==> src/hw/rtl/tiled_texture_texel_decoder_unit_defines.svh <==
// assertion macros of the texel decoder, used by the merge stage
`ifndef TILED_TEXTURE_TEXEL_DECODER_UNIT_DEFINES_SVH
`define TILED_TEXTURE_TEXEL_DECODER_UNIT_DEFINES_SVH
`ifndef SYNTH
`define TTD_ASSERT_IMP(label, clk, rst, ante, cons) \
   label: assert property (@(posedge clk) disable iff (rst) (ante) |-> (cons)) \
      else $error("texel decoder assertion failed");
`define TTD_ASSERT_NXT(label, clk, rst, ante, cons) \
   label: assert property (@(posedge clk) disable iff (rst) (ante) |=> (cons)) \
      else $error("texel decoder assertion failed");
`else
`define TTD_ASSERT_IMP(label, clk, rst, ante, cons)
`define TTD_ASSERT_NXT(label, clk, rst, ante, cons)
`endif
`endif

==> src/hw/rtl/ttd_pkg.sv <==
// types, codes and color helpers of the texel decoder
package ttd_pkg;

   localparam int PaletteEntries = 16384;
   localparam int PalAw = $clog2(PaletteEntries);
   localparam int MaxDim = 1024;
   localparam int DimW = 11;
   localparam int CoordW = 10;
   localparam int Lanes = 16;
   localparam int LaneW = 4;

   localparam logic [3:0] FMT_I4     = 4'd0;
   localparam logic [3:0] FMT_I8     = 4'd1;
   localparam logic [3:0] FMT_IA4    = 4'd2;
   localparam logic [3:0] FMT_IA8    = 4'd3;
   localparam logic [3:0] FMT_RGB565 = 4'd4;
   localparam logic [3:0] FMT_RGB5A3 = 4'd5;
   localparam logic [3:0] FMT_RGBA8  = 4'd6;
   localparam logic [3:0] FMT_C4     = 4'd8;
   localparam logic [3:0] FMT_C8     = 4'd9;
   localparam logic [3:0] FMT_C14X2  = 4'd10;
   localparam logic [3:0] FMT_CMPR   = 4'd14;

   localparam logic [1:0] PAL_IA8    = 2'd0;
   localparam logic [1:0] PAL_RGB565 = 2'd1;

   localparam logic OP_TEXTURE = 1'b0;
   localparam logic OP_PALETTE = 1'b1;

   localparam logic [1:0] CSR_WIDTH   = 2'd0;
   localparam logic [1:0] CSR_HEIGHT  = 2'd1;
   localparam logic [1:0] CSR_FORMAT  = 2'd2;
   localparam logic [1:0] CSR_PALFMT  = 2'd3;

   typedef struct packed {
      logic        operation;
      logic [63:0] data_word;
      logic [13:0] entry_index;
      logic [15:0] entry_value;
   } req_type;

   typedef struct packed {
      logic [9:0] texel_x;
      logic [9:0] texel_y;
      logic [7:0] red;
      logic [7:0] green;
      logic [7:0] blue;
      logic [7:0] alpha;
      logic       last;
   } rsp_type;

   typedef struct packed {
      logic [7:0] r;
      logic [7:0] g;
      logic [7:0] b;
      logic [7:0] a;
   } color_type;

   typedef color_type [3:0] cmpr_pal_type;

   typedef struct packed {
      logic [63:0]       word;
      logic [63:0]       ar;
      logic [3:0]        fmt;
      logic [CoordW-1:0] bx;
      logic [CoordW-1:0] by;
      logic [2:0]        wib;
      cmpr_pal_type      cmpr;
      logic [DimW-1:0]   limit_x;
      logic [DimW-1:0]   limit_y;
   } job_type;

   typedef struct packed {
      logic              valid;
      logic [CoordW-1:0] x;
      logic [CoordW-1:0] y;
      color_type         color;
      logic              pal_use;
      logic [PalAw-1:0]  pal_idx;
   } lane_type;

   typedef struct packed {
      logic             load;
      logic             pal_we;
      logic [PalAw-1:0] pal_idx;
      logic [15:0]      pal_val;
      logic [1:0]       pal_fmt;
   } merge_ctl_type;

   typedef struct packed {
      logic busy;
      logic finishing;
   } merge_sts_type;

   function automatic logic [DimW-1:0] eff_dim(logic [DimW-1:0] v);
      if (v == '0) return DimW'(1);
      if (v > DimW'(MaxDim)) return DimW'(MaxDim);
      return v;
   endfunction

   function automatic logic [7:0] x5(logic [4:0] v);
      return {v, v[4:2]};
   endfunction

   function automatic logic [7:0] x6(logic [5:0] v);
      return {v, v[5:4]};
   endfunction

   function automatic logic [7:0] x4(logic [3:0] v);
      return {v, v};
   endfunction

   function automatic logic [7:0] x3(logic [2:0] v);
      return {v, v, v[2:1]};
   endfunction

   function automatic color_type col565(logic [15:0] c);
      return '{r: x5(c[15:11]), g: x6(c[10:5]), b: x5(c[4:0]), a: 8'hFF};
   endfunction

   function automatic color_type col5a3(logic [15:0] c);
      if (c[15]) return '{r: x5(c[14:10]), g: x5(c[9:5]), b: x5(c[4:0]), a: 8'hFF};
      return '{r: x4(c[11:8]), g: x4(c[7:4]), b: x4(c[3:0]), a: x3(c[14:12])};
   endfunction

   function automatic color_type colia8(logic [15:0] c);
      return '{r: c[7:0], g: c[7:0], b: c[7:0], a: c[15:8]};
   endfunction

   function automatic color_type pal_color(logic [15:0] c, logic [1:0] pf);
      if (pf == PAL_IA8) return colia8(c);
      if (pf == PAL_RGB565) return col565(c);
      return col5a3(c);
   endfunction

   // floor(v/3) by reciprocal, exact below 768
   function automatic logic [7:0] div3(logic [9:0] v);
      logic [19:0] prod;
      prod = 20'(v) * 20'd683;
      return prod[18:11];
   endfunction

   function automatic logic [7:0] third(logic [7:0] a, logic [7:0] b);
      return div3(({2'b0, a} << 1) + {2'b0, b});
   endfunction

   function automatic logic [7:0] avg(logic [7:0] a, logic [7:0] b);
      logic [8:0] s;
      s = {1'b0, a} + {1'b0, b};
      return s[8:1];
   endfunction

   function automatic cmpr_pal_type cmpr_palette(logic [15:0] c0, logic [15:0] c1);
      cmpr_pal_type p;
      logic         gt;
      gt = c0 > c1;
      p[0] = col565(c0);
      p[1] = col565(c1);
      p[2].r = gt ? third(p[0].r, p[1].r) : avg(p[0].r, p[1].r);
      p[2].g = gt ? third(p[0].g, p[1].g) : avg(p[0].g, p[1].g);
      p[2].b = gt ? third(p[0].b, p[1].b) : avg(p[0].b, p[1].b);
      p[3].r = gt ? third(p[1].r, p[0].r) : p[2].r;
      p[3].g = gt ? third(p[1].g, p[0].g) : p[2].g;
      p[3].b = gt ? third(p[1].b, p[0].b) : p[2].b;
      p[2].a = 8'hFF;
      p[3].a = gt ? 8'hFF : 8'h00;
      return p;
   endfunction

endpackage

==> src/hw/rtl/ttd_lane.sv <==
// one decode lane: color, palette index and position of one texel slot
module ttd_lane (
   input  ttd_pkg::job_type              job,
   input  logic [ttd_pkg::LaneW-1:0]     lane_num,
   output ttd_pkg::lane_type             lane
);

   logic [3:0]  k;
   logic [7:0]  byte_v;
   logic [3:0]  nib;
   logic [15:0] half_v;
   logic [15:0] ar_v;
   logic [7:0]  row_v;
   logic [1:0]  sel;
   logic        ok;
   logic [3:0]  x_off;
   logic [3:0]  y_off;
   logic [ttd_pkg::DimW-1:0] x_full;
   logic [ttd_pkg::DimW-1:0] y_full;
   ttd_pkg::color_type color;
   logic        pal_use;
   logic [ttd_pkg::PalAw-1:0] pal_idx;

   always_comb begin
      k = lane_num;
      byte_v = '0;
      nib = '0;
      half_v = job.word[16*(3-int'(k[1:0])) +: 16];
      ar_v = job.ar[16*(3-int'(k[1:0])) +: 16];
      row_v = job.word[8*(3-int'(k[3:2])) +: 8];
      sel = row_v[2*(3-int'(k[1:0])) +: 2];
      ok = 1'b0;
      x_off = '0;
      y_off = '0;
      color = '0;
      pal_use = 1'b0;
      pal_idx = '0;
      case (job.fmt)
         ttd_pkg::FMT_I4, ttd_pkg::FMT_C4: begin
            byte_v = job.word[8*(7-int'(k[3:1])) +: 8];
            nib = k[0] ? byte_v[3:0] : byte_v[7:4];
            ok = 1'b1;
            x_off = {1'b0, k[2:0]};
            y_off = {1'b0, job.wib[1:0], k[3]};
            color = '{r: ttd_pkg::x4(nib), g: ttd_pkg::x4(nib), b: ttd_pkg::x4(nib),
                      a: ttd_pkg::x4(nib)};
            pal_use = (job.fmt == ttd_pkg::FMT_C4);
            pal_idx = ttd_pkg::PalAw'(nib);
         end
         ttd_pkg::FMT_I8, ttd_pkg::FMT_IA4, ttd_pkg::FMT_C8: begin
            byte_v = job.word[8*(7-int'(k[2:0])) +: 8];
            ok = !k[3];
            x_off = {1'b0, k[2:0]};
            y_off = {2'b0, job.wib[1:0]};
            if (job.fmt == ttd_pkg::FMT_I8) begin
               color = '{r: byte_v, g: byte_v, b: byte_v, a: byte_v};
            end else begin
               color = '{r: ttd_pkg::x4(byte_v[3:0]), g: ttd_pkg::x4(byte_v[3:0]),
                         b: ttd_pkg::x4(byte_v[3:0]), a: ttd_pkg::x4(byte_v[7:4])};
            end
            pal_use = (job.fmt == ttd_pkg::FMT_C8);
            pal_idx = ttd_pkg::PalAw'(byte_v);
         end
         ttd_pkg::FMT_IA8, ttd_pkg::FMT_RGB565, ttd_pkg::FMT_RGB5A3,
         ttd_pkg::FMT_C14X2: begin
            ok = (k[3:2] == 2'b00);
            x_off = {2'b0, k[1:0]};
            y_off = {2'b0, job.wib[1:0]};
            if (job.fmt == ttd_pkg::FMT_IA8) color = ttd_pkg::colia8(half_v);
            else if (job.fmt == ttd_pkg::FMT_RGB565) color = ttd_pkg::col565(half_v);
            else color = ttd_pkg::col5a3(half_v);
            pal_use = (job.fmt == ttd_pkg::FMT_C14X2);
            pal_idx = half_v[ttd_pkg::PalAw-1:0];
         end
         ttd_pkg::FMT_RGBA8: begin
            // alpha/red words only fill the buffer
            ok = job.wib[2] && (k[3:2] == 2'b00);
            x_off = {2'b0, k[1:0]};
            y_off = {2'b0, job.wib[1:0]};
            color = '{r: ar_v[7:0], g: half_v[15:8], b: half_v[7:0], a: ar_v[15:8]};
         end
         ttd_pkg::FMT_CMPR: begin
            ok = 1'b1;
            x_off = {1'b0, job.wib[0], k[1:0]};
            y_off = {1'b0, job.wib[1], k[3:2]};
            color = job.cmpr[sel];
         end
         default: begin
            ok = 1'b0;
         end
      endcase
      x_full = {1'b0, job.bx} + ttd_pkg::DimW'(x_off);
      y_full = {1'b0, job.by} + ttd_pkg::DimW'(y_off);
      lane.valid = ok && (x_full < job.limit_x) && (y_full < job.limit_y);
      lane.x = x_full[ttd_pkg::CoordW-1:0];
      lane.y = y_full[ttd_pkg::CoordW-1:0];
      lane.color = color;
      lane.pal_use = pal_use;
      lane.pal_idx = pal_idx;
   end

endmodule

==> config.mk <==
export PLATFORM = sky130hd
export DESIGN_NAME = ttd_lane
export DESIGN_NICKNAME = d
export VERILOG_FILES = /design/src/hw/rtl/tiled_texture_texel_decoder_unit_defines.svh /design/src/hw/rtl/ttd_pkg.sv /design/src/hw/rtl/ttd_lane.sv
export SDC_FILE = /design/constraint.sdc
export NUM_CORES = 1
export LEC_CHECK = 0
export CAP_MARGIN = 40
export CORE_AREA = 2 2 145 147
export DETAILED_ROUTE_END_ITERATION = 7
export DIE_AREA = 0 0 147 149
export DONT_BUFFER_PORTS = 1
export PLACE_DENSITY = 0.44
export RECOVER_POWER = 100
export SYNTH_ARGS = -nofsm -noshare
export SYNTH_HDL_FRONTEND = slang
export SYNTH_SLANG_ARGS = --single-unit
export TNS_END_PERCENT = 50
==> constraint.sdc <==
create_clock -name vclk -period 8.5
set_input_delay 0.425 -clock vclk [all_inputs]
set_output_delay 0.425 -clock vclk [all_outputs]
set_load 0.1 [all_outputs]
; After elaboration in Yosys (flattened, before gate mapping)
; Cells that the tools add are included.
[totals]
reg_bits = 0
inputBits = 309
output_inout_bits = 68
elab_cells = 56
[classes]
add_sub_neg = 6
n_lt_le_gt_ge = 3
eq_ne = 10
shift = 6
n_mux = 18
n_reduce_logical = 13
[ops]
columns = op, count
row1 = 32-bit two-way mux, 6
row2 = 32-bit one-hot mux with 5 select lines, 1
row3 = 64-bit by 7-bit variable part select with 16-bit output, 2
row4 = 64-bit by 7-bit variable part select with 8-bit output, 2
row5 = 32-bit binary-select mux with 2-bit select, 1
row6 = 64-bit by 6-bit variable part select with 8-bit output, 1
row7 = 14-bit one-hot mux with 3 select lines, 1
row8 = 10-bit by 4-bit adder with 11-bit output, 2
row9 = 11-bit < comparator, 2
row10 = 3-bit one-hot mux with 3 select lines, 2
row11 = 4-bit == test (second input constant), 4
row12 = 4-bit by 3-bit == test with 1-bit output (second input constant), 3
row13 = 5-bit OR reduction, 2
row14 = 4-bit by 2-bit == test with 1-bit output (second input constant), 2
row15 = 8-bit OR reduction, 1
row16 = 8-bit by 4-bit variable part select with 2-bit output, 1
row17 = 3-bit by 3-bit subtractor with 4-bit output (first input constant), 2
row18 = 3-bit OR reduction, 2
row19 = 2-bit by 2-bit subtractor with 3-bit output (first input constant), 2
row20 = 4-bit by 1-bit == test with 1-bit output (second input constant), 1
row21 = 4-bit logical NOT, 1
row22 = 1-bit two-way mux, 4
row23 = 4-bit two-way mux, 1
row24 = 1-bit one-hot mux with 4 select lines, 1
row25 = 7 further kinds, 9

; Logic depth before layout (Yosys ltp)
[depth]
ltp_word = 10
depth_mapped = 17
ltp_nobuf = 16

; Worst setup path before layout
; OpenSTA, ideal clock, no wires.
[synth_timing]
path_type = input to output
startpoint = input job[175] in the netlist's numbering
endpoint = output lane[67] in the netlist's numbering
arrival_ns = 7.209
required_time_ns = 8.075
setup_slack_ns = 0.866
cell_stages = 17
n_path_buf = 2
path_cell_list = buf_2 -> nor4bb_1 -> clkbuf_1 -> or3_1 -> a222oi_1 -> inv_1 -> ha_1 -> fa_1 -> a21oi_1 -> nor2_1 -> xor2_1 -> ha_1 -> a21oi_1 -> nor2b_1 -> o21ai_0 -> o311ai_0 -> a211oi_1
[synth_lines]
columns = item, line_no
row1 = from (decl), ttd_lane.sv:3  ; input ttd_pkg::job_type job,
row2 = to (decl), ttd_lane.sv:5  ; output ttd_pkg::lane_type lane

==> key figures <==
Cells and area
  – Share of post-route cells with drive strength above 1: 0.161
  – Area grow syn2layout: 14.9%
  – Ant. Diodes: 0
  – FF+latch area: 0 um2
  – Final instance area: between 0.006 and 0.007 mm2
  – Seq cells: 0
  – Final #Nets: 1096
  – # clk buffers: 0
  – Fill cells: approximately 2300

Global route
  – Largest net degree at the start of global routing: 85
  – Remaining Overflow, GRT: 0
  – Global-route wire length before repair: approximately 38000 um
  – All-Layer GR Usage: 0.225
  – Vias in the first global route: 5966
  – Initial antenna violation count: 2

Detailed routing
  – DRC violations left: 0
  – DR pass1 iterations: 5
  – DR vias/cell: slightly below 6
  – DRT antenna net count: 0
  – 1st-iter DRT viols: ~370
  – Vias: slightly above 6000
  – WL per Instance: 25.8 um
  – Routed WL: ~27000 um

Critical path
  – Crit path from: lane_num[0]
  – Worst EP required: between 8 and 9 ns
  – Critical path class: input pin to output pin
  – Worst setup EP type: output pin
  – WP data arrival: slightly above 6 ns
  – Crit path to: lane[35]
  – CP Max Fanout: 84
  – CP Launch Type: input pin

Hold path
  – Worst hold path cell count: 3
  – HP Class: input pin to output pin

Power and ir drop
  – Seq pwr share: 0
  – Int Pwr: 230 uW
  – Comb pwr share: 1.000
  – Tot Pwr: approximately 800 uW
  – Power Dens Cells: 115 mW/mm2
  – P_sw: ~550 uW
  – Worst IR Drop VDD: 0.0351 mV
  – Switching share of power: 0.705
  – Leak: roughly 3 nW
  – Clock Power Share: 0

Synthesis
  – Synth Instances: 734
  – Post-synth top area cell: mux2i_1
  – Post-synthesis instance area: 0.00591 mm2
  – Register area share after synthesis: 0
  – Synth area leaders: mux2i_1 23%, mux4_2 15%, ha_1 5.5%
  – Synth unique cells: approximately 70
  – Syn Nets: between 1000 and 1500
  – Area share of the leading cell type in the synthesized netlist: 0.227
  – Synth warn: 0
  – Avg Cell Area, Syn: approximately 8 um2

Clocking
  – Hold Buf Count CTS: 0
  – Cts repair resizes: 0
  – Setup bufs post-CTS: 0

STA
  – Minimum clock period: about 6.5 ns
  – RSZ-0062 raised after global routing: no
  – Setup-failing EPs final: 0
  – Fmax: about 0.15 GHz
  – Worst-margin pin slew: 2.53 ns
  – Final Hold Fails: 0
  – Worst slew margin relative to its limit: -0.688
  – Setup total negative slack: 0 ns
  – Max-slew violations: 67
  – Fin crit share: 0.766

Die
  – Ports: between 300 and 400
  – Die Area: ~0.022 mm2
  – Starting density of the core: 0.288
  – Die Wd: approximately 150 um
  – Row count: 53
  – Core area: just over 0.02 mm2
  – DIE HEIGHT: approximately 150 um

Place
  – DP Area: roughly 0.0073 mm2
  – RePlAce Congestion: roughly 0.86
  – Placed wire-length estimate: 22500 um
  – IO Port Bufs: 0

Outcome
  – Failing checks: max-capacitance violations, max-slew violations
  – Status: complete, but fails checks

Job
  – Max-cap violations: 2
-- layout make-up --
type / count / area [um2] / share of cell area
inverter: 31 / 116 / 0.0171
multi-input combinational: 644 / 5680 / 0.836
tap: 275 / 344 / 0.0506
timing repair buffer: 82 / 654 / 0.0963
-- placed cells by master (no fill, tap or decap), types with 4 or more instances in the layout --
master       n
buf_8        4
a211oi_1     7
mux2_2      10
buf_4       10
clkbuf_1    55
nand3b_1     4
inv_1       31
xor2_2       6
nand2_1     78
nor4_1       5
nor2_1      51
o21a_1       5
or3_1        7
mux2i_1    133
xnor2_2     10
a22o_1       5
nand4_1      5
o211ai_1     8
o221ai_1     4
and3_1      12
o221ai_2    12
a211o_1      5
nor2b_1     13
nor3_1       9
buf_16      11
a2111oi_0    4
o21ai_0     21
and2_0       5
a21o_1      10
a21oi_1     22
a22oi_1     17
nand2b_1    13
or4_1        6
a32oi_1      5
nand3_1      8
a31oi_1      6
ha_1        26
mux4_2      40
and2_1       7
o22ai_1      8
-- synth_stat cells (9+ instances only) --
library cell and number:
a21o_1 10, a21oi_1 23, a22oi_1 17, and2_1 12, and3_1 12, buf_2 20, buf_4 12, clkbuf_1 16
ha_1 26, inv_1 31, mux2_2 10, mux2i_1 134, mux4_2 40, nand2_1 78, nand2b_1 13, nor2_1 51
nor2b_1 13, nor3_1 9, o21ai_0 21, o221ai_1 16, xnor2_1 11
-- logic make-up after synthesis --
| logic type | share of synthesized area |
|---|---|
| AO/OA/AOI/OAI | 0.211 |
| XOR/XNOR | 0.0252 |
| adder cells (fa/ha/maj) | 0.0618 |
| buffers and inverters | 0.0846 |
| multiplexers | 0.407 |
| AND/OR/NAND/NOR | 0.210 |
-- worst min path at each step --
stage / from / to / slack [ns]
after CTS: job[170] / lane[64] / 1.10
after floorplan: job[175] / lane[14] / 1.23
final: job[25] / lane[18] / 1.26
after global routing: job[25] / lane[18] / 1.29
after global placement: job[174] / lane[14] / 1.11
after detailed placement: job[170] / lane[64] / 1.10
-- layer usage --
metal / part of all wire / vias up / GRT usage
met3: 0.072 / 21 / 0.0315
met2: 0.46 / 277 / 0.365
met4: 0.015 / 0 / 0.0370
li1: - / 2894 / -
met5: 0 / - / 0
met1: 0.45 / 2969 / 0.323
-- critical path, cell delays in order --
cell      delay [ns]
inv_1           0.16
mux4_2          0.57
mux2i_4         0.18
clkbuf_1        1.25
clkbuf_1        1.89
mux2i_1         0.22
o22ai_1         0.32
a211o_1         0.15
clkbuf_1        0.88
-- metrics by stage --
step                      worst slack, ns  cells  utilization  hold slack [ns]
final                                1.98   1032        0.330             1.26
after global routing                 1.59   1032        0.330             1.29
after CTS                            3.45   1032        0.357             1.10
after detailed placement             3.45   1032        0.357             1.10
after global placement               2.95    993        0.316             1.11
after floorplan                     0.866    734            -             1.23
-- power by group through the flow --
stage               Clock (mW)  Sequential [mW]  Combinational, mW
floorplan                    0                0              0.630
global placement             0                0              0.738
detailed placement           0                0              0.857
CTS                          0                0              0.858
global route                 0                0              0.813
finish                       0                0              0.779
Note: power is estimated with default switching activity, not from simulation.
